[src/rtl/gradient_colour_map_assert.svh]
// Assertion macros for the gradient colour map block.
`ifndef GRADIENT_COLOUR_MAP_ASSERT_SVH
`define GRADIENT_COLOUR_MAP_ASSERT_SVH
`ifndef SYNTH
// Same-cycle implication.
`define GCM_ASSERT_IMP(lbl, ante, cons) \
   lbl: assert property (@(posedge clock) disable iff (reset) (ante) |-> (cons)) \
      else $error("gcm assertion failed");
// Plain property that must hold every cycle.
`define GCM_ASSERT_ALW(lbl, cond) \
   lbl: assert property (@(posedge clock) disable iff (reset) (cond)) \
      else $error("gcm assertion failed");
`else
`define GCM_ASSERT_IMP(lbl, ante, cons)
`define GCM_ASSERT_ALW(lbl, cond)
`endif
`endif

[src/rtl/gcm_pkg.sv]
// Shared types and constants for the gradient colour map block.
package gcm_pkg;

   localparam int MAX_STOPS = 16;
   localparam int IDX_W     = $clog2(MAX_STOPS);
   localparam int CNT_W     = 5;
   localparam int POS_W     = 17;
   localparam int COL_W     = 32;
   localparam int VAL_W     = 32;

   localparam logic [POS_W-1:0] POS_ONE  = 17'd65536;
   localparam logic [POS_W-1:0] POS_HALF = 17'd32768;

   // Register indexes
   localparam logic [1:0] CSR_RANGE_LOW  = 2'd0;
   localparam logic [1:0] CSR_RANGE_HIGH = 2'd1;
   localparam logic [1:0] CSR_DISCRETE   = 2'd2;
   localparam logic [1:0] CSR_STOP_COUNT = 2'd3;

   // Commands
   localparam logic CMD_STOP = 1'b0;
   localparam logic CMD_MAP  = 1'b1;

   // Search token that walks the row of stop cells
   typedef struct packed {
      logic             active;
      logic             top;    // position is one: skip compares, carry last colour
      logic             done;
      logic             exact;  // col0 is the final colour
      logic             any;    // passed at least one stop in use
      logic [POS_W-1:0] p;
      logic [POS_W-1:0] pos0;
      logic [POS_W-1:0] pos1;
      logic [COL_W-1:0] col0;
      logic [COL_W-1:0] col1;
   } probe_type;

   typedef enum logic [4:0] {
      ST_IDLE   = 5'b00001,
      ST_SCALE  = 5'b00010,
      ST_SEARCH = 5'b00100,
      ST_BLEND  = 5'b01000,
      ST_EMIT   = 5'b10000
   } state_type;

endpackage

[src/rtl/gcm_blend.sv]
// Per-byte linear blend: four lanes, multiply then eight divide steps.
module gcm_blend (
   input  logic                      clock,
   input  logic                      reset,
   input  logic                      start,
   input  logic [gcm_pkg::COL_W-1:0] col0,
   input  logic [gcm_pkg::COL_W-1:0] col1,
   input  logic [gcm_pkg::POS_W-1:0] num,
   input  logic [gcm_pkg::POS_W-1:0] den,
   output logic                      done,
   output logic [gcm_pkg::COL_W-1:0] colour
);

   localparam int PW = gcm_pkg::POS_W;
   localparam int MW = 8 + PW;

   logic          load_ff, busy_ff, done_ff;
   logic [2:0]    cnt_ff;
   logic [PW-1:0] den_ff;
   logic [7:0]    a_ff   [4];
   logic          neg_ff [4];
   logic [MW-1:0] mul_ff [4];
   logic [PW-1:0] rem_ff [4];
   logic [7:0]    low_ff [4];
   logic [7:0]    quo_ff [4];
   logic [PW:0]   shl_w  [4];
   logic          ge_w   [4];
   logic [7:0]    res_w  [4];

   // Control
   always_ff @(posedge clock) begin
      if (reset) begin
         load_ff <= 1'b0;
         busy_ff <= 1'b0;
         done_ff <= 1'b0;
      end else begin
         load_ff <= start;
         done_ff <= busy_ff && cnt_ff == 3'd7;
         if (load_ff) begin
            busy_ff <= 1'b1;
         end else if (cnt_ff == 3'd7) begin
            busy_ff <= 1'b0;
         end
      end
   end

   always_ff @(posedge clock) begin
      if (start) begin
         den_ff <= den;
      end
      if (load_ff) begin
         cnt_ff <= '0;
      end else if (busy_ff) begin
         cnt_ff <= cnt_ff + 3'd1;
      end
   end

   for (genvar k = 0; k < 4; k++) begin : g_lane
      logic [7:0] ca_w, cb_w, mag_w;

      assign ca_w     = col0[8*k +: 8];
      assign cb_w     = col1[8*k +: 8];
      assign mag_w    = (cb_w >= ca_w) ? cb_w - ca_w : ca_w - cb_w;
      assign shl_w[k] = {rem_ff[k], low_ff[k][7]};
      assign ge_w[k]  = shl_w[k] >= {1'b0, den_ff};
      // floor of a negative step rounds the magnitude up
      assign res_w[k] = neg_ff[k] ?
         a_ff[k] - quo_ff[k] - {7'd0, rem_ff[k] != '0} : a_ff[k] + quo_ff[k];

      always_ff @(posedge clock) begin
         if (start) begin
            a_ff[k]   <= ca_w;
            neg_ff[k] <= cb_w < ca_w;
            mul_ff[k] <= MW'(mag_w) * MW'(num);
         end
         if (load_ff) begin
            rem_ff[k] <= PW'(mul_ff[k][MW-1:8]);
            low_ff[k] <= mul_ff[k][7:0];
            quo_ff[k] <= '0;
         end else if (busy_ff) begin
            rem_ff[k] <= ge_w[k] ? PW'(shl_w[k] - {1'b0, den_ff}) : PW'(shl_w[k]);
            low_ff[k] <= {low_ff[k][6:0], 1'b0};
            quo_ff[k] <= {quo_ff[k][6:0], ge_w[k]};
         end
      end
   end

   assign done   = done_ff;
   assign colour = {res_w[3], res_w[2], res_w[1], res_w[0]};

endmodule

[config.mk]
export PLATFORM = sky130hd
export DESIGN_NAME = gcm_blend
export DESIGN_NICKNAME = d
export VERILOG_FILES = /design/src/rtl/gradient_colour_map_assert.svh /design/src/rtl/gcm_pkg.sv /design/src/rtl/gcm_blend.sv
export SDC_FILE = /design/constraint.sdc
export NUM_CORES = 2
export LEC_CHECK = 0
export ABC_AREA = 1
export BUFFER_PORTS_ARGS = -buffer_cell sky130_fd_sc_hd__buf_2
export CAP_MARGIN = 20
export CORE_MARGIN = 5
export CORE_UTILIZATION = 50
export DETAILED_ROUTE_END_ITERATION = 12
export HOLD_SLACK_MARGIN = 0.15
export PLACE_DENSITY = 0.65
export SETUP_SLACK_MARGIN = 0.2
export SLEW_MARGIN = 20
export SYNTH_ARGS = -nofsm -noshare
export SYNTH_HDL_FRONTEND = slang
export SYNTH_SLANG_ARGS = --single-unit
[constraint.sdc]
create_clock -name clock -period 10.6 [get_ports clock]
set_input_delay 0.53 -clock clock [delete_from_list [all_inputs] [get_ports clock]]
set_output_delay 0.53 -clock clock [all_outputs]
set_load 0.02 [all_outputs]
==> flow_metrics.py <==
metrics = {
    "run_status": {
        "outcome": "completed",
    },
    "cells_and_area": {
        "layout-drive-gt1-share": 0.0615,
        "fillCellCount": 7543,
        "areaGrowthSynthToFinish_pct": 7.43,
        "register_area_sq_um": 8670,
        "multi_input_area_sq_um": 26000,
        "nets": 6001,
    },
    "clocking": {
        "post_cts_buffers": 0,
        "insertion_delay_ns": 0.57,
        "numCtsBuffers": 36,
        "cts.htree.levels": 2,
        "cts.clk_slew.worst_paths_ns": 0.06,
        "cts_root_buf": "clkbuf_16",
        "cts_tree": "yes",
        "cts_hold_buffers": 30,
        "clock_path_buffers": 3,
        "cts.sink_count": 291,
        "ctsResizeCount": 0,
    },
    "timing": {
        "period_needed_ns": 6.60,
        "rsz0062_at_grt": "false",
        "relSlewSlack": 0.298,
        "skew_ns": 0.0164,
        "final-setup-viol-count": 0,
        "fmax_mhz": 152,
        "finalCritPeriodShare": 0.622,
        "worst_pin_slew_ns": 1.05,
        "tns_ns": 0,
        "final_hold_viol_count": 0,
        "report.final.slew_viol_count": 0,
    },
    "grt": {
        "grt_first_pass_wirelength_um": 178000,
        "antenna_found_initial": 1,
        "track_usage": 0.270,
        "grt.overflow.total": 0,
        "grt_max_degree": 70,
        "grt_pass1_vias": 33100,
    },
    "synthesis": {
        "yosysWarnings": 0,
        "synth-async-reset-ratio": 0,
        "synth.area.top_cells": "edfxtp_1 (22%), fa_1 (20%), ha_1 (12%), nand2_1 (11%), inv_1 (9.1%)",
        "synth_nets": 5920,
        "synth_seq_cells": 291,
        "syn_inst": 5049,
        "yosysSeqAreaShare": 0.222,
        "ys_types": 51,
        "synth_flop_cell": "edfxtp_1",
        "synth_edf_count": 284,
        "yosysTopAreaCell": "edfxtp_1",
        "syn_area_sq_um": 39000,
        "avgSynthCellArea_sq_um": 7.72,
        "yosysTopAreaCellShare": 0.219,
    },
    "worst_setup_path": {
        "ff2ff_path_depth": 14,
        "critPathKind": "input port to flip-flop",
        "required_ns": 10.91,
        "r2r_setup_slack_ns": 6.94,
        "startpoint": "col0[1]",
        "cp-end-kind": "flip-flop",
        "worstSetupStartpointType": "input port",
        "worstReg2RegStart": "den_ff[1]",
        "crit_path_max_fanout": 13,
        "arrival_ns": 6.91,
        "crit_path_end": "mul_ff[0][13]",
        "reg2reg_to": "rem_ff[1][30]",
    },
    "die": {
        "fp.dieH_um": 289,
        "ios": 134,
        "initial_core_util": 0.504,
        "dieArea_sq_um": 83600,
        "dieWidth_um": 289,
        "coreArea_sq_um": 77300,
        "rows": 102,
    },
    "placement": {
        "portBuffers": 133,
        "gp_congestion": 0.978,
        "hpwl_um": 88300,
    },
    "drt": {
        "ant_nets": 0,
        "drc": 0,
        "wl_um": 112000,
        "vias": 32900,
        "dr.pass1.iters": 5,
        "drt_iter0_markers": 2343,
        "vias_per_cell": 5.31,
        "routedWlPerCell_um": 18.1,
    },
    "flow_run": {
        "drv_cap": 0,
    },
    "worst_hold_path": {
        "min_path_type": "input port to flip-flop",
    },
}
## through the flow
| step | area, sq um | hold slack, ns | std cells | utilization | setup slack [ns] |
|---|---|---|---|---|---|
| 2_1_floorplan | 39000 | 0.422 | 5049 | - | 4.92 |
| 6_report | 41900 | 0.183 | 6197 | 0.541 | 4.00 |
| 3_3_place_gp | 40300 | 0.447 | 6101 | 0.522 | 3.95 |
| 3_5_place_dp | 40400 | 0.461 | 6102 | 0.522 | 3.92 |
| 5_1_grt | 41900 | 0.160 | 6197 | 0.541 | 3.57 |
| 4_1_cts | 41900 | 0.152 | 6196 | 0.541 | 4.07 |
## flip-flops by register name, indices dropped and copies added, names as in the netlist, 3 cells and up
signal,count
mul_ff,100
cnt_ff,3
neg_ff,4
rem_ff,68
a_ff,32
low_ff,32
quo_ff,32
den_ff,17
## layout make-up
type | instances | share of cell area
clock inverter | 21 | 0.00565
sequential | 291 | 0.207
tap | 1040 | 0.0311
clock buffer | 43 | 0.0229
inverter | 954 | 0.0858
antenna | 1 | 0.0000598
multi-input combinational | 3664 | 0.620
timing repair buffer | 183 | 0.0273
## how the worst min path moves through the flow
stage | startpoint | end | cells after the start
floorplan | mul_ff[2][0] | low_ff[2][0] | 2
global placement | mul_ff[2][0] | low_ff[2][0] | 2
detailed placement | mul_ff[2][0] | low_ff[2][0] | 2
CTS | col0[5] | a_ff[0][5] | 1
global route | col0[24] | a_ff[3][0] | 1
finish | col0[24] | a_ff[3][0] | 1
## worst max-delay path, stage by stage
cell	delay, ns
dlygate4sd3_1	0.54
buf_2	0.14
inv_1	0.10
fa_1	0.48
nand3_1	0.11
nand2_1	0.08
nand2_1	0.06
nand2_1	0.10
nor2_4	0.25
nand2_1	0.17
nand2_1	0.51
nor2_1	0.13
fa_1	0.42
fa_1	0.49
inv_1	0.05
fa_1	0.48
fa_1	0.49
inv_1	0.06
ha_1	0.34
nand2_1	0.09
o21ai_1	0.34
a21boi_0	0.25
o21ai_1	0.37
nand2_1	0.12
nand3_1	0.09
nand2_1	0.08
## kinds of logic after synthesis
group / count (synthesis) / share of synthesized area
AND/OR/NAND/NOR: 2344 / 0.254
buffers and inverters: 1094 / 0.112
XOR/XNOR: 157 / 0.0353
adder cells (fa/ha/maj): 770 / 0.321
AO/OA/AOI/OAI: 393 / 0.0556
flip-flops: 291 / 0.222
## per-layer routing
metal,up-vias,track usage,share of wire
met5,-,0,0
met4,0,0.0859,0.037
met3,216,0.0343,0.060
met2,968,0.465,0.48
met1,15800,0.355,0.43
li1,15900,-,-
## synth_stat cells (all sizes together) (8+ instances only)
cell type  instances
nor3              43
a21oi            206
nor2             701
o21ai            115
o211ai             8
buf               57
nand2           1166
nor4              13
or2                8
clkbuf            83
xnor2             71
nand3b            47
a22o               8
nand4             37
fa               384
ha               386
edfxtp           284
nand3            320
o22ai              8
o21a              19
xor2              86
a21o              11
inv              947
o21bai            11
## cells in the final DEF, fill, tap and decap left out, types with 37 or more instances in the layout
master    instances
xor2_1           86
nand2_1        1116
fa_1            384
nand3b_1         47
o21ai_0         107
xnor2_1          71
inv_1           933
nor3_1           41
ha_1            386
buf_2           132
edfxtp_1        284
nand3_1         320
nand4_1          37
nor2_1          665
nand2_2          47
a21oi_1         204
Power is not shown: default switching activity piles up to over one toggle a cycle in this logic, so the estimate is an artifact.
