==> src/rtl/gradient_colour_map_assert.svh <==
// Assertion macros for the gradient colour map block.
`ifndef GRADIENT_COLOUR_MAP_ASSERT_SVH
`define GRADIENT_COLOUR_MAP_ASSERT_SVH
`ifndef SYNTH
// Same-cycle implication.
`define GCM_ASSERT_IMP(lbl, ante, cons) \
   lbl: assert property (@(posedge clock) disable iff (reset) (ante) |-> (cons)) \
      else $error("gcm assertion failed");
// Plain property that must hold every cycle.
`define GCM_ASSERT_ALW(lbl, cond) \
   lbl: assert property (@(posedge clock) disable iff (reset) (cond)) \
      else $error("gcm assertion failed");
`else
`define GCM_ASSERT_IMP(lbl, ante, cons)
`define GCM_ASSERT_ALW(lbl, cond)
`endif
`endif

==> src/rtl/gcm_pkg.sv <==
// Shared types and constants for the gradient colour map block.
package gcm_pkg;

   localparam int MAX_STOPS = 16;
   localparam int IDX_W     = $clog2(MAX_STOPS);
   localparam int CNT_W     = 5;
   localparam int POS_W     = 17;
   localparam int COL_W     = 32;
   localparam int VAL_W     = 32;

   localparam logic [POS_W-1:0] POS_ONE  = 17'd65536;
   localparam logic [POS_W-1:0] POS_HALF = 17'd32768;

   // Register indexes
   localparam logic [1:0] CSR_RANGE_LOW  = 2'd0;
   localparam logic [1:0] CSR_RANGE_HIGH = 2'd1;
   localparam logic [1:0] CSR_DISCRETE   = 2'd2;
   localparam logic [1:0] CSR_STOP_COUNT = 2'd3;

   // Commands
   localparam logic CMD_STOP = 1'b0;
   localparam logic CMD_MAP  = 1'b1;

   // Search token that walks the row of stop cells
   typedef struct packed {
      logic             active;
      logic             top;    // position is one: skip compares, carry last colour
      logic             done;
      logic             exact;  // col0 is the final colour
      logic             any;    // passed at least one stop in use
      logic [POS_W-1:0] p;
      logic [POS_W-1:0] pos0;
      logic [POS_W-1:0] pos1;
      logic [COL_W-1:0] col0;
      logic [COL_W-1:0] col1;
   } probe_type;

   typedef enum logic [4:0] {
      ST_IDLE   = 5'b00001,
      ST_SCALE  = 5'b00010,
      ST_SEARCH = 5'b00100,
      ST_BLEND  = 5'b01000,
      ST_EMIT   = 5'b10000
   } state_type;

endpackage

==> src/rtl/gcm_cell.sv <==
// One colour stop cell: holds a stop and advances the search token by one.
module gcm_cell (
   input  logic                               clock,
   input  logic                               reset,
   input  logic [gcm_pkg::IDX_W-1:0]          cell_id,
   input  logic                               in_use,
   input  logic                               wr_en,
   input  logic [gcm_pkg::IDX_W-1:0]          wr_idx,
   input  logic [gcm_pkg::POS_W-1:0]          wr_pos,
   input  logic [gcm_pkg::COL_W-1:0]          wr_col,
   input  gcm_pkg::probe_type                 probe_in,
   output gcm_pkg::probe_type                 probe_out
);

   logic [gcm_pkg::POS_W-1:0] pos_ff;
   logic [gcm_pkg::COL_W-1:0] col_ff;
   gcm_pkg::probe_type        probe_in_w;
   gcm_pkg::probe_type        probe_ff;

   // Stop storage
   always_ff @(posedge clock) begin
      if (wr_en && wr_idx == cell_id) begin
         pos_ff <= wr_pos;
         col_ff <= wr_col;
      end
   end

   // Compare against this stop
   always_comb begin
      probe_in_w = probe_in;
      if (probe_in.active && in_use && !probe_in.done) begin
         probe_in_w.any = 1'b1;
         if (!probe_in.top && pos_ff == probe_in.p) begin
            probe_in_w.done  = 1'b1;
            probe_in_w.exact = 1'b1;
            probe_in_w.col0  = col_ff;
         end else if (!probe_in.top && pos_ff > probe_in.p) begin
            probe_in_w.done = 1'b1;
            if (!probe_in.any) begin
               // below the first stop
               probe_in_w.exact = 1'b1;
               probe_in_w.col0  = col_ff;
            end else begin
               probe_in_w.pos1 = pos_ff;
               probe_in_w.col1 = col_ff;
            end
         end else begin
            probe_in_w.pos0 = pos_ff;
            probe_in_w.col0 = col_ff;
         end
      end
   end

   always_ff @(posedge clock) begin
      if (reset) begin
         probe_ff.active <= 1'b0;
      end else begin
         probe_ff.active <= probe_in_w.active;
      end
   end

   always_ff @(posedge clock) begin
      probe_ff.top   <= probe_in_w.top;
      probe_ff.done  <= probe_in_w.done;
      probe_ff.exact <= probe_in_w.exact;
      probe_ff.any   <= probe_in_w.any;
      probe_ff.p     <= probe_in_w.p;
      probe_ff.pos0  <= probe_in_w.pos0;
      probe_ff.pos1  <= probe_in_w.pos1;
      probe_ff.col0  <= probe_in_w.col0;
      probe_ff.col1  <= probe_in_w.col1;
   end

   assign probe_out = probe_ff;

endmodule

==> config.mk <==
export PLATFORM = sky130hd
export DESIGN_NAME = gcm_cell
export DESIGN_NICKNAME = d
export VERILOG_FILES = /design/src/rtl/gradient_colour_map_assert.svh /design/src/rtl/gcm_pkg.sv /design/src/rtl/gcm_cell.sv
export SDC_FILE = /design/constraint.sdc
export NUM_CORES = 1
export LEC_CHECK = 0
export BUFFER_PORTS_ARGS = -buffer_cell sky130_fd_sc_hd__buf_2
export CAP_MARGIN = 15
export CORE_ASPECT_RATIO = 2
export CORE_MARGIN = 4
export CORE_UTILIZATION = 37
export CTS_CLUSTER_DIAMETER = 200
export DETAILED_ROUTE_END_ITERATION = 12
export HOLD_SLACK_MARGIN = 0.03
export PLACE_DENSITY = 0.75
export SLEW_MARGIN = 20
export SYNTH_ARGS = -nofsm -noshare
export SYNTH_HDL_FRONTEND = slang
export SYNTH_SLANG_ARGS = --single-unit
==> constraint.sdc <==
create_clock -name clock -period 10.23 [get_ports clock]
set_input_delay 2.046 -clock clock [delete_from_list [all_inputs] [get_ports clock]]
set_output_delay 2.046 -clock clock [all_outputs]
set_load 0.01 [all_outputs]
==> results by group, run 1 <==
Status
  – Status: finished, final reports clean

Clock tree
  – CTS root buffer: clkbuf_16
  – CTS Buf Count: 17
  – Worst skew pair latency: 0.42 ns
  – Setup bufs post-CTS: 0
  – H-tree Lvls: 4
  – Clock sink count: 169
  – # resized after CTS: 0
  – Clk buf depth: 2
  – CTS tree: done
  – Worst-path clk slew: 0.06 ns
  – Cts hold-fix bufs: 0

STA
  – Worst slew pin tran: around 1.1 ns
  – Minimum clock period: 4.580 ns
  – Final Max Slew Viols: 0
  – Worst slew margin: 0.2973
  – Unrepaired setup endpoints after global routing: false
  – Period utilisation layout: 0.4477
  – Setup Viol. Count Final: 0
  – Post-route setup TNS: 0 ns
  – Final hold vios: 0
  – Peak Freq: 218.4 MHz
  – Clock skew: 0.009015 ns

Setup path
  – Crit path DAT: 4.94 ns
  – CP cell instances: buf_2 > inv_1 > ha_1 > a21oi_1 > o221ai_1 > a211oi_1 > and3_1 > buf_4 > a221o_1
  – Startpoint types: primary input
  – Worst Setup End Kind: flip-flop
  – Req. time, crit path: 10.59 ns
  – Crit-path max cell delay: 0.87 ns
  – CP Class: in -> reg
  – Total buffers and inverters traversed by the critical path: 3
  – Max FO, Critical Path: 17
  – CP max-delay cell: a211oi_1
  – Delay-heaviest family, CP: compound AO/OA/AOI/OAI gates

Detailed routing
  – Routed Wire Length: 17.66 mm
  – Initial drt markers: around 120
  – Routed vias: 4,841
  – DRC violation count after routing: 0
  – Routed len/inst: ~18 µm
  – Final ANT Viol Nets: 0
  – Vias per std cell: 4.846
  – Pre-antenna DRT Iters: 4

Synthesis
  – Count of different cell masters after synthesis: 41
  – Cell taking the most area after synthesis: dfxtp_1
  – Sequential element share of the synthesized area: 0.6335
  – Ys Warns: 0
  – Flops & latches, synth: about 170
  – Post-Syn Instances: between 400 and 500
  – Mapped Area: 0.006115 mm²
  – Dominant cell by count in the synthesized netlist: dfxtp_1
  – Avg Cell Area, Syn: 12.85 µm²
  – Synth area leaders: dfxtp_1 (39%), edfxtp_1 (24%), mux2_2 (10%), a221o_1 (5.2%), nand2_1 (4.4%)
  – Syn Nets: 674
  – Synth Flop Type: dfxtp_1
  – Async SR Flop Fraction: 0
  – Synth top area share: 0.3929
  – Most frequent cells after synthesis: dfxtp_1 (120), nand2_1 (71), mux2_2 (55), edfxtp_1 (49), o21ai_0 (34)
  – EDFF count, synth: slightly below 50

Die
  – Chip width: approximately 99 µm
  – Initial Utilization: 0.3759
  – FP Rows: 66
  – Die Y: 189.8 µm
  – Core ar.: roughly 0.016 mm²
  – Top Ports: 301
  – Area of the die: between 0.015 and 0.02 mm²

Final layout
  – Filler cell count: about 1,500
  – Layout overhead on the synthesized area: 38.04%
  – Nets: 976
  – Layout Cell Area excl Fill: approximately 0.0084 mm²
  – Fin util: 0.5188
  – Share of cells above drive strength 1: 0.5145

Global route
  – Global route total overflow: 0
  – Number of global-route vias before repair: between 5,000 and 6,000
  – Initial antenna violation count: 6
  – Largest net degree at the start of global routing: 38
  – Total track usage: 0.1842
  – Global-route wire length before repair: 26.44 mm

Power and ir drop
  – Leak: 3.863 nW
  – Power Density: 182.5 mW/mm²
  – Max rail drop VDD: 111.1 µV

Place
  – DP Area: 0.007836 mm²
  – Port buffer count: 300
  – Gpl congestion: 0.8157
  – DP HPWL: 13.81 mm

Run
  – Max-cap violations: 0

Worst hold path
  – Worst hold path type: reg -> reg
==> registers in the layout, indices dropped and copies added, names as in the netlist <==
name,count
probe_out,120
col_ff,32
pos_ff,17
==> cell usage in the layout (no fill, tap or decap), types with 2 or more instances in the layout <==
cell type  synthesis  layout
buf_2              9     300
dfxtp_1          120     120
nand2_1           71      71
mux2_2            55      55
edfxtp_1          49      49
o21ai_0           34      34
a221o_1           32      32
inv_1             21      21
clkbuf_16          0      21
ha_1              17      17
mux2_4            10      10
a21oi_1           10       9
clkbuf_1          11       6
nor2_1             6       5
buf_4              1       5
diode_2            0       4
nor2b_1            2       2
nor3_1             2       2
clkbuf_8           0       2
==> cell families after synthesis <==
group	Yosys count	synth area share
AOI/OAI and AO/OA	88	0.1060
DFF	169	0.6335
and+or+nand+nor	91	0.06466
buffers and inverters	44	0.03192
adders and majority gates	17	0.03479
muxes	66	0.1277
xor gates and xnor gates	1	0.001433
==> metrics by stage <==
step / setup WS [ns] / hold slack (ns) / std cells / power (mW)
after floorplan: 2.149 / 0.4756 / 476 / 0.8341
after global placement: 5.207 / 0.5048 / 962 / 0.9184
after detailed placement: 5.109 / 0.5148 / 963 / 0.9245
after CTS: 5.607 / 0.5278 / 995 / 1.563
after global routing: 5.436 / 0.5443 / 998 / 1.604
final: 5.650 / 0.5287 / 999 / 1.541
==> per-layer routing <==
metal,vias up,part of all wire,global-route usage
met2,207,0.55,0.3425
met3,42,0.080,0.06165
met4,6,0.038,0.1005
li1,2331,-,-
met5,-,0.0019,0
met1,2255,0.33,0.1724
==> cell type report <==
type / count / area (µm²) / share of cell area
diodes: 4 / 10.01 / 0.001186
clock buffers: 29 / 575.6 / 0.06819
clock inverters: 3 / 18.77 / 0.002224
inverters: 21 / 78.83 / 0.009339
multi-input cells: 263 / 2078 / 0.2462
flip-flops and latches: 169 / 3874 / 0.4589
well taps: 204 / 255.2 / 0.03024
repair buffers: 306 / 1550 / 0.1837
==> final timing paths <==
| path | start | endpoint | slack, ns | cells past startpoint |
|---|---|---|---|---|
| worst max register to register | pos_ff[12] | probe_out[48] | 6.97 | 7 |
| worst min-delay path | col_ff[26] | probe_out[26] | 0.53 | 1 |
| worst max-delay path | probe_in[110] | probe_out[48] | 5.65 | 9 |
| worst min register to register | col_ff[26] | probe_out[26] | 0.53 | 1 |
==> power by group <==
group | internal (mW) | total (mW) | switching (mW)
combinational | 0.0811 | 0.163 | 0.0820
sequential | 0.731 | 0.745 | 0.0141
clock | 0.383 | 0.633 | 0.250
total | 1.19 | 1.54 | 0.346
(Power assumes the default switching activity.)
==> run 2, diff against run 1 <==
==> constraint.sdc (replaced) <==
create_clock -name clock -period 4.5 [get_ports clock]
set_input_delay 0.9 -clock clock [delete_from_list [all_inputs] [get_ports clock]]
set_output_delay 0.9 -clock clock [all_outputs]
set_load 0.01 [all_outputs]
==> run 2 against run 1 <==
Combinational power grew 130%. Final area shrank 0.12%. Clock skew is essentially flat. Global-route usage grew 0.62 points. Final cell count grew 0.20%. Highest routed layer unchanged. Register-to-register slack lost 5.5 ns. Count of clock-buffer cells in the layout shrank 10. Total power grew 120%. Largest cell class unchanged. First-iteration DRC count grew 34%. Sequential power grew 130%. Routed wire length grew 3.2%. Clock power grew 120%.
==> results by group, run 2 (synthesized netlist as in run 1, its figures left out) <==
Status
  – Status: finished, final reports clean

Detailed routing
  – Pre-antenna DRT Iters: 4
  – Routed len/inst: about 18 µm
  – Initial drt markers: 157
  – Vias per std cell: 4.895
  – Routed vias: 4,900
  – Routed Wire Length: 18.23 mm
  – DRC violation count after routing: 0
  – Final ANT Viol Nets: 0

Final layout
  – Number of flip-flops under the largest register name: 120
  – Layout overhead on the synthesized area: 37.88%
  – Filler cell count: 1,450
  – Commonest non-fill, non-tap cell in the layout: buf_2
  – Layout Cell Area excl Fill: 0.008431 mm²
  – Nets: 978
  – Reg area: 0.003874 mm²
  – Most frequent cells in the layout: buf_2 (300), dfxtp_1 (120), nand2_1 (71), mux2_2 (55), edfxtp_1 (49)
  – Combined area of the multi-input logic cells: 0.002087 mm²
  – Share of cells above drive strength 1: 0.5208

Setup path
  – Worst reg-to-reg path cell count: 7
  – Req. time, crit path: 4.80 ns
  – Crit path DAT: 3.56 ns
  – Max FO, Critical Path: 10
  – Startpoint types: primary input
  – Worst Setup End Kind: flip-flop
  – CP Class: in -> reg

Global route
  – Largest net degree at the start of global routing: 50
  – Total track usage: 0.1904
  – Global-route wire length before repair: around 27 mm
  – Initial antenna violation count: 4
  – Global route total overflow: 0
  – Number of global-route vias before repair: 5,119

STA
  – Final Max Slew Viols: 0
  – Peak Freq: 306.7 MHz
  – Worst slew pin tran: 1.031 ns
  – Setup Viol. Count Final: 0
  – Minimum clock period: 3.261 ns
  – Fin Hold WS: 0.5256 ns
  – Period utilisation layout: 0.7246
  – Final hold vios: 0
  – Worst slew margin: 0.3110
  – Post-route setup TNS: 0 ns
  – Clock skew: 0.009484 ns
  – Unrepaired setup endpoints after global routing: false

Place
  – Port buffer count: 300
  – Gpl congestion: approximately 0.86
  – DP Area: 0.007849 mm²
  – DP HPWL: 13.78 mm

Clock tree
  – CTS Buf Count: 17
  – Worst-path clk slew: ~0.06 ns
  – CTS tree: done
  – # resized after CTS: 0
  – Clock sink count: 169
  – CTS root buffer: clkbuf_16
  – Cts hold-fix bufs: 0
  – Worst skew pair latency: 0.42 ns
  – Clk buf depth: 2
  – Setup bufs post-CTS: 0
  – H-tree Lvls: 4

Die
  – Top Ports: between 300 and 400
  – Die Y: 189.8 µm
  – FP Rows: 66
  – Core ar.: 0.01627 mm²
  – Chip width: 98.90 µm
  – Area of the die: ~0.019 mm²
  – Initial Utilization: 0.3759

Worst hold path
  – Worst hold path type: reg -> reg
  – WHS Path Cells: 1

Power and ir drop
  – Max rail drop VDD: 242.6 µV
  – Leak: about 3.9 nW
  – Power Density: 409.7 mW/mm²

Run
  – Max-cap violations: 0
## run 2: cell count changes in the layout (fill, tap and decap cells not counted), moves of 2 or more
cell / before / now
clkbuf_1: 6 / 1
clkbuf_16: 21 / 17
inv_6: 0 / 4
clkinvlp_4: 1 / 4
buf_4: 5 / 7
## run 2: worst paths after layout
check,startpoint,end,slack (ns)
setup / recovery,probe_in[101],probe_out[87],1.24
hold reg to reg,pos_ff[6],probe_out[87],0.53
setup reg to reg,pos_ff[3],probe_out[87],1.43
hold / removal,pos_ff[6],probe_out[87],0.53
## run 2: area by class of cell
cell class	instances	share of cell area
inverters	21	0.009350
clock inverters	13	0.01395
multi-input cells	263	0.2476
diodes	4	0.001187
clock buffers	19	0.05254
flip-flops and latches	169	0.4595
repair buffers	308	0.1857
well taps	204	0.03028
## run 2: where the power goes
group          internal, mW  leakage, nW  total [mW]  switching, mW
clock network         0.780        0.264        1.38          0.604
registers              1.66         1.46        1.69         0.0297
logic                 0.187         2.13       0.379          0.193
total                  2.63         3.85        3.45          0.827
## run 2: per-stage QoR
| step | cells | power [mW] | worst slack [ns] | utilization |
|---|---|---|---|---|
| 6_report | 1001 | 3.454 | 1.239 | 0.5182 |
| 2_1_floorplan | 476 | 1.896 | 0.05324 | - |
| 3_5_place_dp | 964 | 2.105 | 0.6500 | 0.4825 |
| 3_3_place_gp | 964 | 2.094 | 0.7828 | 0.4825 |
| 5_1_grt | 1000 | 3.602 | 1.068 | 0.5181 |
| 4_1_cts | 996 | 3.499 | 1.092 | 0.5169 |
## run 2: layer usage
layer	global-route usage	share of wire	up-vias	wire [µm]
met1	0.1889	0.34	2265	6188
met4	0.1068	0.044	2	806
met2	0.3487	0.54	256	9831
li1	-	-	2330	-
met3	0.05248	0.077	47	1399
met5	0	0.00044	-	8
## run 2: critical path, stage by stage
cell     delay, ns
buf_2         0.10
inv_1         0.04
ha_1          0.32
and4_1        0.23
nor2b_1       0.14
o31ai_1       0.74
a32oi_2       0.47
buf_6         0.29
mux2_1        0.31
