<file path="src/rtl/gradient_colour_map_assert.svh">
// Assertion macros for the gradient colour map block.
`ifndef GRADIENT_COLOUR_MAP_ASSERT_SVH
`define GRADIENT_COLOUR_MAP_ASSERT_SVH
`ifndef SYNTH
// Same-cycle implication.
`define GCM_ASSERT_IMP(lbl, ante, cons) \
   lbl: assert property (@(posedge clock) disable iff (reset) (ante) |-> (cons)) \
      else $error("gcm assertion failed");
// Plain property that must hold every cycle.
`define GCM_ASSERT_ALW(lbl, cond) \
   lbl: assert property (@(posedge clock) disable iff (reset) (cond)) \
      else $error("gcm assertion failed");
`else
`define GCM_ASSERT_IMP(lbl, ante, cons)
`define GCM_ASSERT_ALW(lbl, cond)
`endif
`endif

</file>
<file path="src/rtl/gcm_pkg.sv">
// Shared types and constants for the gradient colour map block.
package gcm_pkg;

   localparam int MAX_STOPS = 16;
   localparam int IDX_W     = $clog2(MAX_STOPS);
   localparam int CNT_W     = 5;
   localparam int POS_W     = 17;
   localparam int COL_W     = 32;
   localparam int VAL_W     = 32;

   localparam logic [POS_W-1:0] POS_ONE  = 17'd65536;
   localparam logic [POS_W-1:0] POS_HALF = 17'd32768;

   // Register indexes
   localparam logic [1:0] CSR_RANGE_LOW  = 2'd0;
   localparam logic [1:0] CSR_RANGE_HIGH = 2'd1;
   localparam logic [1:0] CSR_DISCRETE   = 2'd2;
   localparam logic [1:0] CSR_STOP_COUNT = 2'd3;

   // Commands
   localparam logic CMD_STOP = 1'b0;
   localparam logic CMD_MAP  = 1'b1;

   // Search token that walks the row of stop cells
   typedef struct packed {
      logic             active;
      logic             top;    // position is one: skip compares, carry last colour
      logic             done;
      logic             exact;  // col0 is the final colour
      logic             any;    // passed at least one stop in use
      logic [POS_W-1:0] p;
      logic [POS_W-1:0] pos0;
      logic [POS_W-1:0] pos1;
      logic [COL_W-1:0] col0;
      logic [COL_W-1:0] col1;
   } probe_type;

   typedef enum logic [4:0] {
      ST_IDLE   = 5'b00001,
      ST_SCALE  = 5'b00010,
      ST_SEARCH = 5'b00100,
      ST_BLEND  = 5'b01000,
      ST_EMIT   = 5'b10000
   } state_type;

endpackage

</file>
<file path="src/rtl/gcm_scale.sv">
// Sample scaling: range checks and a one-bit-per-cycle restoring divider.
module gcm_scale (
   input  logic                               clock,
   input  logic                               reset,
   input  logic                               start,
   input  logic signed [gcm_pkg::VAL_W-1:0]   sample,
   input  logic signed [gcm_pkg::VAL_W-1:0]   range_low,
   input  logic signed [gcm_pkg::VAL_W-1:0]   range_high,
   output logic                               done,
   output logic [gcm_pkg::POS_W-1:0]          pos
);

   localparam int DW = gcm_pkg::VAL_W + 1;

   logic                      busy_ff, busy_in;
   logic                      done_ff, done_in;
   logic [3:0]                cnt_ff, cnt_in;
   logic [DW-1:0]             rem_ff, rem_in;
   logic [DW-1:0]             den_ff, den_in;
   logic [15:0]               quo_ff, quo_in;
   logic [gcm_pkg::POS_W-1:0] pos_ff, pos_in;
   logic signed [DW-1:0]      diff_w;
   logic signed [DW-1:0]      span_w;
   logic [DW:0]               shl_w;
   logic                      ge_w;

   assign diff_w = DW'(sample) - DW'(range_low);
   assign span_w = DW'(range_high) - DW'(range_low);
   assign shl_w  = {rem_ff, 1'b0};
   assign ge_w   = shl_w >= {1'b0, den_ff};

   always_comb begin
      busy_in = busy_ff;
      done_in = 1'b0;
      cnt_in  = cnt_ff;
      rem_in  = rem_ff;
      den_in  = den_ff;
      quo_in  = quo_ff;
      pos_in  = pos_ff;
      if (start) begin
         if (range_high == range_low) begin
            done_in = 1'b1;
            pos_in  = gcm_pkg::POS_HALF;
         end else if (sample <= range_low) begin
            done_in = 1'b1;
            pos_in  = '0;
         end else if (sample >= range_high) begin
            done_in = 1'b1;
            pos_in  = gcm_pkg::POS_ONE;
         end else begin
            busy_in = 1'b1;
            cnt_in  = '0;
            rem_in  = diff_w;
            den_in  = span_w;
            quo_in  = '0;
         end
      end else if (busy_ff) begin
         // one quotient bit per cycle
         rem_in = ge_w ? DW'(shl_w - {1'b0, den_ff}) : DW'(shl_w);
         quo_in = {quo_ff[14:0], ge_w};
         cnt_in = cnt_ff + 4'd1;
         if (cnt_ff == 4'd15) begin
            busy_in = 1'b0;
            done_in = 1'b1;
            pos_in  = {1'b0, quo_in};
         end
      end
   end

   always_ff @(posedge clock) begin
      if (reset) begin
         busy_ff <= 1'b0;
         done_ff <= 1'b0;
      end else begin
         busy_ff <= busy_in;
         done_ff <= done_in;
      end
   end

   always_ff @(posedge clock) begin
      cnt_ff <= cnt_in;
      rem_ff <= rem_in;
      den_ff <= den_in;
      quo_ff <= quo_in;
      pos_ff <= pos_in;
   end

   assign done = done_ff;
   assign pos  = pos_ff;

endmodule

</file>
<file path="config.mk">
export PLATFORM = sky130hd
export DESIGN_NAME = gcm_scale
export DESIGN_NICKNAME = d
export VERILOG_FILES = /design/src/rtl/gradient_colour_map_assert.svh /design/src/rtl/gcm_pkg.sv /design/src/rtl/gcm_scale.sv
export SDC_FILE = /design/constraint.sdc
export NUM_CORES = 1
export LEC_CHECK = 0
export BUFFER_PORTS_ARGS = -buffer_cell sky130_fd_sc_hd__buf_4
export CAP_MARGIN = 0
export CORE_ASPECT_RATIO = 0.9
export CORE_MARGIN = 3
export CORE_UTILIZATION = 55
export CTS_CLUSTER_DIAMETER = 120
export DETAILED_ROUTE_END_ITERATION = 6
export GPL_ROUTABILITY_DRIVEN = 0
export PLACE_DENSITY = 0.79
export SETUP_SLACK_MARGIN = 0.2
export SLEW_MARGIN = 15
export SYNTH_ARGS = -nofsm -noshare
export SYNTH_HDL_FRONTEND = slang
export SYNTH_SLANG_ARGS = --single-unit
export TNS_END_PERCENT = 1
</file>
<file path="constraint.sdc">
create_clock -name clock -period 5.1 [get_ports clock]
set_clock_uncertainty 0.05 [all_clocks]
set_input_delay 0.51 -clock clock [delete_from_list [all_inputs] [get_ports clock]]
set_output_delay 0.51 -clock clock [all_outputs]
set_load 0.005 [all_outputs]
</file>
==> results of run 1 <==
layer usage:
layer  share of wire  track usage
met4           0.015       0.0549
met5               0            0
met3           0.085       0.0525
met1            0.47        0.397
met2            0.43        0.391
sequential cells by signal, indices dropped and copies added, names as in the netlist:
register / count
pos: 17
quo_ff: 15
done: 1
rem_ff: 33
cnt_ff: 4
den_ff: 33
busy_ff: 1
cell type report:
| class | instances | area (um2) | area share |
|---|---|---|---|
| timing repair buffer | 121 | 921 | 0.0791 |
| sequential | 104 | 3100 | 0.266 |
| tap | 240 | 300 | 0.0258 |
| clock buffer | 9 | 225 | 0.0193 |
| inverter | 129 | 484 | 0.0416 |
| multi-input combinational | 909 | 6540 | 0.562 |
| clock inverter | 7 | 72.6 | 0.00623 |
power groups by stage:
stage          sequential [mW]  combinational (mW)  clock (mW)
2_1_floorplan             1.12                1.02           0
3_3_place_gp              1.13                1.37           0
3_5_place_dp              1.13                1.40           0
4_1_cts                   1.11                1.41       0.690
5_1_grt                   1.12                1.59       0.737
6_report                  1.12                1.44       0.684
per-stage QoR:
step / instance area [um2] / hold WS, ns
after CTS: 11600 / 0.275
after floorplan: 10300 / 0.450
after global placement: 11300 / 0.477
final: 11600 / 0.283
after detailed placement: 11300 / 0.488
after global routing: 11600 / 0.269
kinds of logic after synthesis:
| group | count (synthesis) |
|---|---|
| xor+xnor | 71 |
| mux | 27 |
| compound gates | 357 |
| fa+ha+maj | 133 |
| flops | 104 |
| simple gates | 321 |
| buf+inv | 166 |
cell usage after synthesis, drive strengths merged, types with 8 or more instances:
cell | n | area (um2)
a211oi | 8 | 60.1
a21o | 58 | 435
a21oi | 104 | 521
a31oi | 21 | 131
and3 | 11 | 68.8
buf | 9 | 43.8
clkbuf | 28 | 105
edfxtp | 102 | 3060
ha | 130 | 1630
inv | 129 | 484
mux2i | 26 | 260
nand2 | 72 | 273
nand2b | 18 | 113
nand3 | 26 | 130
nand4 | 26 | 163
nor2 | 72 | 270
nor2b | 35 | 219
nor3 | 23 | 126
o21a | 12 | 90.1
o21ai | 72 | 364
o21bai | 8 | 60.1
or3 | 10 | 62.6
xnor2 | 48 | 420
xor2 | 23 | 201
layout by cell type, fill, tap and decap left out, types with 10 or more instances in the layout:
master | synthesis | layout
ha_1 | 130 | 130
inv_1 | 129 | 129
buf_4 | 1 | 120
a21oi_1 | 104 | 104
edfxtp_1 | 102 | 102
nor2_1 | 72 | 72
nand2_1 | 71 | 71
o21ai_0 | 69 | 69
a21o_1 | 58 | 57
xnor2_1 | 48 | 48
nor2b_1 | 35 | 35
nand3_1 | 26 | 26
nand4_1 | 26 | 26
mux2i_1 | 26 | 26
xor2_1 | 23 | 23
nor3_1 | 22 | 22
a31oi_1 | 21 | 21
nand2b_1 | 18 | 18
o21a_1 | 12 | 12
and3_1 | 11 | 11
or3_1 | 10 | 10
worst max-delay path, cell delays in order (launching register included):
cell and delay (ns):
edfxtp_1 0.39, ha_1 0.39, nor2b_1 0.18, o311a_1 0.31
nor4b_1 0.28, o21ba_2 0.26, a211oi_1 0.12, o21ai_2 0.36
and2_1 0.63, nor2_1 0.26, a211o_1 0.32
final timing paths:
| kind | from | endpoint | slack (ns) | cells after the start |
|---|---|---|---|---|
| max | rem_ff[1] | rem_ff[24] | 1.29 | 10 |
| min | reset | done | 0.28 | 2 |
| max reg2reg | rem_ff[1] | rem_ff[24] | 1.29 | 10 |
| min reg2reg | quo_ff[14] | pos[15] | 0.52 | 2 |
==> summary.md, run 1 <==
| Metric | Value |
|---|---|
| Vias in the first global route | `8444` |
| Worst Path Required | `5.16 ns` |
| Register area share after synthesis | `0.302` |
| Share of power burned in the clock network | `0.211` |
| Routed WL per cell | `17.6 um` |
| First-pass GRT wire length | `43.0 mm` |
| Setup ws final | `1.29 ns` |
| Initial antenna violation count | `0` |
| Total power | `3.24 mW` |
| CTS Hold Buffers Added | `0` |
| Die H | `136 um` |
| Clock-pin slew on the worst setup and hold paths | `0.08 ns` |
| Synth Area in Compound Gates | `0.227` |
| Post-DP HPWL | `21.4 mm` |
| Net Switching | `1.22 mW` |
| # Post-CTS Setup Buffers | `0` |
| Max-Cap Viols | `0` |
| Outcome | `complete, no violations` |
| Critical Path AT | `3.87 ns` |
| Floorplan core area | `0.0180 mm2` |
| Max Slew Vio Count | `0` |
| Pwr dens | `278 mW/mm2` |
| Layout Cells excl Fill | `1519` |
| DR vias/cell | `6.06` |
| Post-Route WL | `26.7 mm` |
| Main synth FF type | `edfxtp_1` |
| Post-synthesis net count | `1411` |
| Final period utilization | `0.748` |
| Yosys cell types | `72` |
| Post-synthesis xor/xnor area fraction | `0.0605` |
| Layout cells sized above 1 | `0.121` |
| #FFs+latches synth | `104` |
| Main combinational cell family by area after synthesis | `compound AO/OA/AOI/OAI gates` |
| DRC | `0` |
| Via count | `9205` |
| Number of flops mapped to enable cells by yosys | `102` |
| Least-Margin Pin Slew | `1.07 ns` |
| Cells after synthesis | `1179` |
| Setup violators final | `0` |
| Comb pwr share | `0.445` |
| Final core occ | `0.649` |
| Die area | `0.0204 mm2` |
| Async SR Flop Fraction | `0` |
| Nets@finish | `1506` |
| Max H-tree Level | `3` |
| FP Rows | `46` |
| Mux contribution to synthesized area | `0.0264` |
| Fin crit period | `3.81 ns` |
| Pint | `2.02 mW` |
| Crit-path max FO | `14` |
| PostCTS Resize Cnt | `0` |
| Io pins | `117` |
| Hold Fails Final Rpt | `0` |
| P_leak | `5.42 nW` |
| Dpl ws | `1.01 ns` |
| DRT Pass-1 Iters | `6` |
| Initial core utilization | `0.572` |
| CTS tree | `done` |
| Net Sw Frac | `0.376` |
| Global-route usage over all layers | `0.263` |
| Part of the power in registers | `0.344` |
| CTS buffer count | `9` |
| Largest net degree at the start of global routing | `60` |
| Element type at the critical path end | `register` |
| Class of the worst hold path | `in -> reg` |
| Worst slew margin | `0.284` |
| Congestion Overflow GR | `0` |
| Worst-Skew Late Latency | `0.35 ns` |
| Setup TNS | `0 ns` |
| Max rail drop VDD | `196 uV` |
| RSZ-0062 raised after global routing | `false` |
| Fmax | `0.262 GHz` |
| Layout area overhead | `13.3%` |
| Adder-Cell Fraction of Synth Area | `0.164` |
| CP Class | `reg -> reg` |
| Crit path launch type | `register` |
| Die W | `150 um` |
| Remaining antenna violation count | `0` |
| Average size of a mapped cell | `8.71 um2` |
| Clock sinks | `104` |
| # diodes | `0` |
| Clock Path Buffers | `2` |
| Simple-gate share of the synthesized area | `0.159` |
| Initial drt markers | `946` |
| Post-synth design cell area | `0.0103 mm2` |
| Placed cells | `1503` |
| Port Buffer Count | `116` |
| Fill cells | `1525` |
| Clk root buf | `clkbuf_16` |
| Synth warnings | `0` |
No activity file was read; power rests on OpenSTA's default activity.
==> run 2: changes to the inputs <==
--- a/config.mk
+++ b/config.mk
@@ -5,6 +5,7 @@
 export SDC_FILE = /design/constraint.sdc
 export NUM_CORES = 1
 export LEC_CHECK = 0
+export ABC_AREA = 1
 export BUFFER_PORTS_ARGS = -buffer_cell sky130_fd_sc_hd__buf_4
 export CAP_MARGIN = 0
 export CORE_ASPECT_RATIO = 0.9
@@ -13,7 +14,7 @@
 export CTS_CLUSTER_DIAMETER = 120
 export DETAILED_ROUTE_END_ITERATION = 6
 export GPL_ROUTABILITY_DRIVEN = 0
-export PLACE_DENSITY = 0.79
+export PLACE_DENSITY = 0.78
 export SETUP_SLACK_MARGIN = 0.2
 export SLEW_MARGIN = 15
 export SYNTH_ARGS = -nofsm -noshare
==> constraint.sdc (replaced) <==
create_clock -name clock -period 3.2 [get_ports clock]
set_clock_uncertainty 0.05 [all_clocks]
set_input_delay 0.32 -clock clock [delete_from_list [all_inputs] [get_ports clock]]
set_output_delay 0.32 -clock clock [all_outputs]
set_load 0.005 [all_outputs]
==> run 2 against run 1 <==
Count of clock-buffer cells in the layout is 1 higher. Critical path type unchanged. Total power is 82% higher. Sequential share of layout area is 2.1 points lower. Largest cell class unchanged.
==> summary.md, run 2 <==
| Metric | Value |
|---|---|
| Die area | `0.0220 mm2 (+8.1%)` |
| Synth area leaders | `edfxtp_1 27%, ha_1 15%, nand2_1 13%` |
| Post-synthesis net count | `1809 (+28%)` |
| Final core occ | `0.648 (about the same)` |
| Critical Path AT | `2.81 ns (-1.06 ns)` |
| Crit path launch type | `register` |
| Via count | `11200 (+22%)` |
| Worst Path Required | `3.25 ns (-1.91 ns)` |
| Cell with the most instances after synthesis | `nand2_1` |
| Port Buffer Count | `116 (unchanged)` |
| Fmax | `0.362 GHz (+38%)` |
| Share of the synthesized area in the top cell type | `0.275 (-0.0231)` |
| Cells after synthesis | `1577 (+34%)` |
| Synth area leader | `edfxtp_1` |
| Synth warnings | `0 (unchanged)` |
| Critical path cell sequence | `ha_1 -> nand2_1 -> o21ai_0 -> a21oi_1 -> o21ai_0 -> nand2_1 -> nand3_1 -> nand3_2 -> nand2_1 -> nand2_1` |
| Pwr dens | `466 mW/mm2 (+67%)` |
| Commonest non-fill, non-tap cells in the layout | `393 x nand2_1, 248 x inv_1, 155 x a21oi_1` |
| Setup TNS | `0 ns (unchanged)` |
| Yosys cell types | `44 (-39%)` |
| Initial antenna violation count | `0 (unchanged)` |
| Layout area overhead | `13.6%` |
| Most used cell, CP | `nand2_1` |
| Fin crit period | `2.76 ns (-1.05 ns)` |
| Max-Cap Viols | `0 (unchanged)` |
| Nets@finish | `1931 (+28%)` |
| Met2 Usage GRT | `0.468 (+0.0771)` |
| CTS buffer count | `9 (unchanged)` |
| WHS Path Cells | `2 (unchanged)` |
| Least-Margin Pin Slew | `0.605 ns (-0.463 ns)` |
| P_leak | `6.34 nW (+17%)` |
| Critical Path End | `rem_ff[31]` |
| Clk root buf | `clkbuf_16` |
| DRT Pass-1 Iters | `6 (unchanged)` |
| Clock sinks | `104 (unchanged)` |
| Layout cells sized above 1 | `0.106 (-0.0150)` |
| Floorplan core area | `0.0195 mm2 (+8.7%)` |
| Dpl ws | `0.194 ns (-0.812 ns)` |
| Remaining antenna violation count | `0 (unchanged)` |
| Setup ws final | `0.438 ns (-0.847 ns)` |
| PostCTS Resize Cnt | `0 (unchanged)` |
| FF-to-FF Start | `rem_ff[4]` |
| DR vias/cell | `5.73 (-5.4%)` |
| Crit path max-delay family | `compound AO/OA/AOI/OAI gates` |
| CTS tree | `done` |
| Io pins | `117 (unchanged)` |
| Number of flops mapped to enable cells by yosys | `102 (unchanged)` |
| DRC | `0 (unchanged)` |
| Post-synth top cells | `393 x nand2_1, 248 x inv_1, 155 x a21oi_1` |
| Reg2Reg Depth | `10 (unchanged)` |
| Clock Path Buffers | `2 (unchanged)` |
| Element type at the critical path end | `register` |
| Max stage delay cell, worst path | `o21ai_0` |
| Layout Cells excl Fill | `1954 (+29%)` |
| First-pass GRT wire length | `52.3 mm (+22%)` |
| Hold_sp | `reset` |
| Main synth FF type | `edfxtp_1` |
| Die W | `156 um (+4.0%)` |
| Initial core utilization | `0.571 (-0.00148)` |
| Final period utilization | `0.863 (+0.115)` |
| Class of the worst hold path | `in -> reg` |
| Placed cells | `1938 (+29%)` |
| Average size of a mapped cell | `7.06 um2 (-19%)` |
| Async SR Flop Fraction | `0 (unchanged)` |
| Max H-tree Level | `3 (unchanged)` |
| Congestion Overflow GR | `0 (unchanged)` |
| Area occupied by multi-input gates | `0.00702 mm2 (+7.3%)` |
| Routed WL per cell | `17.0 um (-3.6%)` |
| Min Hold Slack | `0.0854 ns (-0.198 ns)` |
| Capturing point of the worst reg2reg path | `rem_ff[31]` |
| Worst-Skew Late Latency | `0.35 ns (about the same)` |
| Most common cell after layout, fill and taps aside | `nand2_1` |
| #FFs+latches synth | `104 (unchanged)` |
| RSZ-0062 raised after global routing | `false` |
| Max rail drop VDD | `275 uV (+40%)` |
| FP Rows | `48 (+4.3%)` |
| Register area | `0.00310 mm2 (unchanged)` |
| Fill cells | `1659 (+8.8%)` |
| WP depth | `10 (unchanged)` |
| Critical path buffer and inverter count | `0 (unchanged)` |
| Vias in the first global route | `10700 (+26%)` |
| Hold Fails Final Rpt | `0 (unchanged)` |
| CP Class | `reg -> reg` |
| R2R setup slack | `0.44 ns (-0.85 ns)` |
| Post-synth design cell area | `0.0111 mm2 (+8.4%)` |
| Post-DP HPWL | `27.3 mm (+28%)` |
| Worst slew margin | `0.594 (+0.310)` |
| Max Slew Vio Count | `0 (unchanged)` |
| Crit path from | `rem_ff[4]` |
| Total power | `5.89 mW (+82%)` |
| Register area share after synthesis | `0.279 (-0.0234)` |
| Met3 Usage GRT | `0.0292 (-0.0234)` |
| CP peak stage delay | `0.51 ns (-0.12 ns)` |
| Grt peak-use layer | `met2` |
| Clock-pin slew on the worst setup and hold paths | `0.08 ns (about the same)` |
| Global-route track usage on met1 | `0.420 (+0.0230)` |
| Post-Route WL | `33.2 mm (+24%)` |
| # diodes | `0 (unchanged)` |
| Outcome | `complete, no violations` |
| Die H | `141 um (+3.9%)` |
| Global-route usage over all layers | `0.297 (+0.0340)` |
| Largest net degree at the start of global routing | `53 (-12%)` |
| Initial drt markers | `1228 (+30%)` |
| Final Cell Area | `0.0126 mm2 (+8.6%)` |
| Setup violators final | `0 (unchanged)` |
| # Post-CTS Setup Buffers | `0 (unchanged)` |
| CTS Hold Buffers Added | `0 (unchanged)` |
| Placed cell area | `0.0123 mm2 (+8.8%)` |
| Crit-path max FO | `5 (-9)` |
[run 2: changes by cell type after synthesis, moves of 35 or more]
cell / before / now
nor2b_1: 35 / 0
nor2_1: 72 / 151
nand2_1: 71 / 393
a21o_1: 58 / 22
a21oi_1: 104 / 155
inv_1: 129 / 248
nand3_1: 26 / 71
[run 2: kinds of logic (layout without fill, tap and decap cells)]
group	count (synthesis)	count (layout)	synth area share
xor gates and xnor gates	57	57	0.0448
DFF	104	104	0.279
AOI/OAI and AO/OA	311	311	0.157
adders and majority gates	133	133	0.151
and+or+nand+nor	707	707	0.274
buffers and inverters	265	392	0.0943
[run 2: how the worst min path moves through the flow]
stage | end | slack [ns]
after floorplan | done | 0.35
after global placement | done | 0.45
after detailed placement | done | 0.45
after CTS | done | 0.07
after global routing | done | 0.08
final | done | 0.09
[run 2: final cells by class]
class | count | share of cell area
inverter | 249 | 0.0739
sequential | 104 | 0.245
timing repair buffer | 127 | 0.0783
clock buffer | 10 | 0.0181
multi-input combinational | 1208 | 0.555
tap | 250 | 0.0247
clock inverter | 6 | 0.00504
[run 2: layer usage]
layer / part of all wire / wire length [um] / vias to the layer above
met3: 0.083 / 2760 / 85
met2: 0.44 / 14500 / 582
met5: 0 / 0 / -
met1: 0.44 / 14600 / 5040
met4: 0.039 / 1310 / 0
li1: - / - / 5493
[run 2: power breakdown]
part           internal (mW)  total, mW  switching (mW)
clock                  0.550       1.07           0.520
sequential              1.77       1.85          0.0778
combinational           1.06       2.97            1.91
[run 2: worst register-to-register path: stages (launching register included)]
cell      delay, ns
edfxtp_1       0.41
ha_1           0.38
nand2_1        0.10
o21ai_0        0.31
a21oi_1        0.14
o21ai_0        0.51
nand2_1        0.21
nand3_1        0.14
nand3_2        0.08
nand2_1        0.12
nand2_1        0.07
==> run 3: changes to the inputs <==
==> constraint.sdc (replaced) <==
create_clock -name clock -period 3.2 [get_ports clock]
set_clock_uncertainty 0.05 [all_clocks]
set_input_delay 0.16 -clock clock [delete_from_list [all_inputs] [get_ports clock]]
set_output_delay 0.16 -clock clock [all_outputs]
set_load 0.005 [all_outputs]
==> run 3 against run 2 <==
Wire length decreased by 1.9%. Sequential power about the same. Cell count about the same. Sequential cell count unchanged. Total power decreased by 0.30%. Combinational power about the same. Critical path depth increased by 3. Maximum frequency decreased by 1.1%. Count of clock-buffer cells in the layout increased by 1. Die area unchanged. Register-to-register slack got worse by 0.03 ns. First-iteration DRC count decreased by 6.5%. Critical endpoint is now rem_ff[1]. Highest routed layer unchanged.
==> summary.md, run 3 (same netlist as run 2, synthesis figures left out) <==
| Metric | Value |
|---|---|
| Die W | `156 um (unchanged)` |
| Nets@finish | `1932 (+0.052%)` |
| Congestion Overflow GR | `0 (unchanged)` |
| Least-Margin Pin Slew | `0.618 ns (+0.0134 ns)` |
| Vias in the first global route | `10600 (-0.77%)` |
| Initial core utilization | `0.571 (unchanged)` |
| Reg2Reg Depth | `13 (+3)` |
| CTS tree | `done` |
| Hold Fails Final Rpt | `0 (unchanged)` |
| Commonest non-fill, non-tap cells in the layout | `393 x nand2_1, 248 x inv_1, 155 x a21oi_1` |
| Max rail drop VDD | `324 uV (+17%)` |
| Initial drt markers | `1148 (-6.5%)` |
| Remaining antenna violation count | `0 (unchanged)` |
| Global-route usage over all layers | `0.292 (-0.00412)` |
| # Post-CTS Setup Buffers | `0 (unchanged)` |
| Pwr dens | `464 mW/mm2 (-0.32%)` |
| Placed cell area | `0.0123 mm2 (unchanged)` |
| Layout area overhead | `13.6% (about the same)` |
| Final Cell Area | `0.0127 mm2 (about the same)` |
| Max H-tree Level | `3 (unchanged)` |
| Layout cells sized above 1 | `0.106 (about the same)` |
| Worst-Skew Late Latency | `0.35 ns (about the same)` |
| Die area | `0.0220 mm2 (unchanged)` |
| DRT Pass-1 Iters | `6 (unchanged)` |
| Critical path cell sequence | `ha_1 -> nand2_1 -> nor2_1 -> inv_1 -> nor3_2 -> nand2_2 -> nand3_2 -> nand2_4 -> nand2_4 -> buf_12 -> nand2_1 -> nand3_1 -> o21ai_1` |
| Global-route track usage on met1 | `0.420 (+0.000773)` |
| Clock Path Buffers | `2 (unchanged)` |
| CTS buffer count | `9 (unchanged)` |
| Worst slew margin | `0.585 (-0.00899)` |
| Max Slew Vio Count | `0 (unchanged)` |
| Fill cells | `1705 (+2.8%)` |
| DR vias/cell | `5.75 (+0.30%)` |
| Max stage delay cell, worst path | `ha_1` |
| DRC | `0 (unchanged)` |
| Port Buffer Count | `116 (unchanged)` |
| Clk root buf | `clkbuf_16` |
| Worst Path Required | `3.22 ns (-0.03 ns)` |
| Fmax | `0.358 GHz (-1.1%)` |
| RSZ-0062 raised after global routing | `false` |
| Die H | `141 um (unchanged)` |
| Max-Cap Viols | `0 (unchanged)` |
| Crit-path max FO | `26 (+21)` |
| Met2 Usage GRT | `0.451 (-0.0171)` |
| FP Rows | `48 (unchanged)` |
| PostCTS Resize Cnt | `0 (unchanged)` |
| Crit path launch type | `register` |
| Initial antenna violation count | `0 (unchanged)` |
| Element type at the critical path end | `register` |
| Io pins | `117 (unchanged)` |
| P_leak | `6.34 nW (about the same)` |
| CP peak stage delay | `0.42 ns (-0.09 ns)` |
| First-pass GRT wire length | `51.3 mm (-1.8%)` |
| Outcome | `complete, no violations` |
| Setup violators final | `0 (unchanged)` |
| Fin crit period | `2.79 ns (+0.0305 ns)` |
| Most common cell after layout, fill and taps aside | `nand2_1` |
| Via count | `11200 (+0.35%)` |
| Min Hold Slack | `0.203 ns (+0.118 ns)` |
| Floorplan core area | `0.0195 mm2 (unchanged)` |
| Met3 Usage GRT | `0.0301 (+0.000921)` |
| Routed WL per cell | `16.6 um (-1.9%)` |
| Largest net degree at the start of global routing | `53 (unchanged)` |
| Class of the worst hold path | `in -> reg` |
| CP Class | `reg -> reg` |
| # diodes | `0 (unchanged)` |
| Post-DP HPWL | `27.4 mm (about the same)` |
| Critical Path AT | `2.82 ns (about the same)` |
| Clock-pin slew on the worst setup and hold paths | `0.08 ns (about the same)` |
| Grt peak-use layer | `met2` |
| Final period utilization | `0.873 (+0.00954)` |
| WHS Path Cells | `3 (+1)` |
| Post-Route WL | `32.5 mm (-1.9%)` |
| Clock sinks | `104 (unchanged)` |
## run 3: what timing repair did
action / CTS / global route
hold buffers: 1 / 0
endpoints found under the hold margin: 1 / 0
setup endpoints to repair: 0 / 0
## run 3: critical path: cells and delay by family (launching register included)
kind | cells | cell delay, ns
compound gates | 1 | 0.09
flops | 1 | 0.41
simple gates | 9 | 1.20
buf+inv | 2 | 0.34
fa+ha+maj | 1 | 0.42
## run 3: metal layers
metal,wire (um),share of wire
met1,14300,0.44
met2,13900,0.43
met3,2990,0.092
met4,1340,0.041
met5,0,0
## run 3: layout make-up
| class | count | area (um2) | share of cell area |
|---|---|---|---|
| clock buffers | 11 | 243 | 0.0192 |
| clock inverters | 5 | 51.3 | 0.00405 |
| flip-flops and latches | 104 | 3100 | 0.245 |
| well taps | 250 | 313 | 0.0247 |
| inverters | 249 | 935 | 0.0739 |
| multi-input cells | 1208 | 7010 | 0.554 |
| repair buffers | 128 | 1000 | 0.0791 |
## run 3: worst paths after layout
check                           slack [ns]          from   endpoint
worst min-delay path                  0.20  range_low[0]  den_ff[0]
worst max-delay path                  0.41    rem_ff[24]  rem_ff[1]
worst max register to register        0.41    rem_ff[24]  rem_ff[1]
worst min register to register        0.50       busy_ff    busy_ff
## run 3: where the power goes
group / internal, mW / switching [mW]
Clock: 0.565 / 0.507
Combinational: 1.06 / 1.89
Sequential: 1.77 / 0.0773
## run 3: stage by stage
| stage | power, mW | utilization | instances | setup TNS [ns] | setup slack [ns] |
|---|---|---|---|---|---|
| floorplan | 3.92 | - | 1577 | -5.16 | -0.0993 |
| finish | 5.87 | 0.648 | 1955 | 0 | 0.408 |
| CTS | 5.81 | 0.648 | 1955 | 0 | 0.442 |
| global route | 6.27 | 0.648 | 1955 | 0 | 0.234 |
| global placement | 4.67 | 0.633 | 1938 | 0 | 0.375 |
| detailed placement | 4.74 | 0.633 | 1938 | 0 | 0.337 |
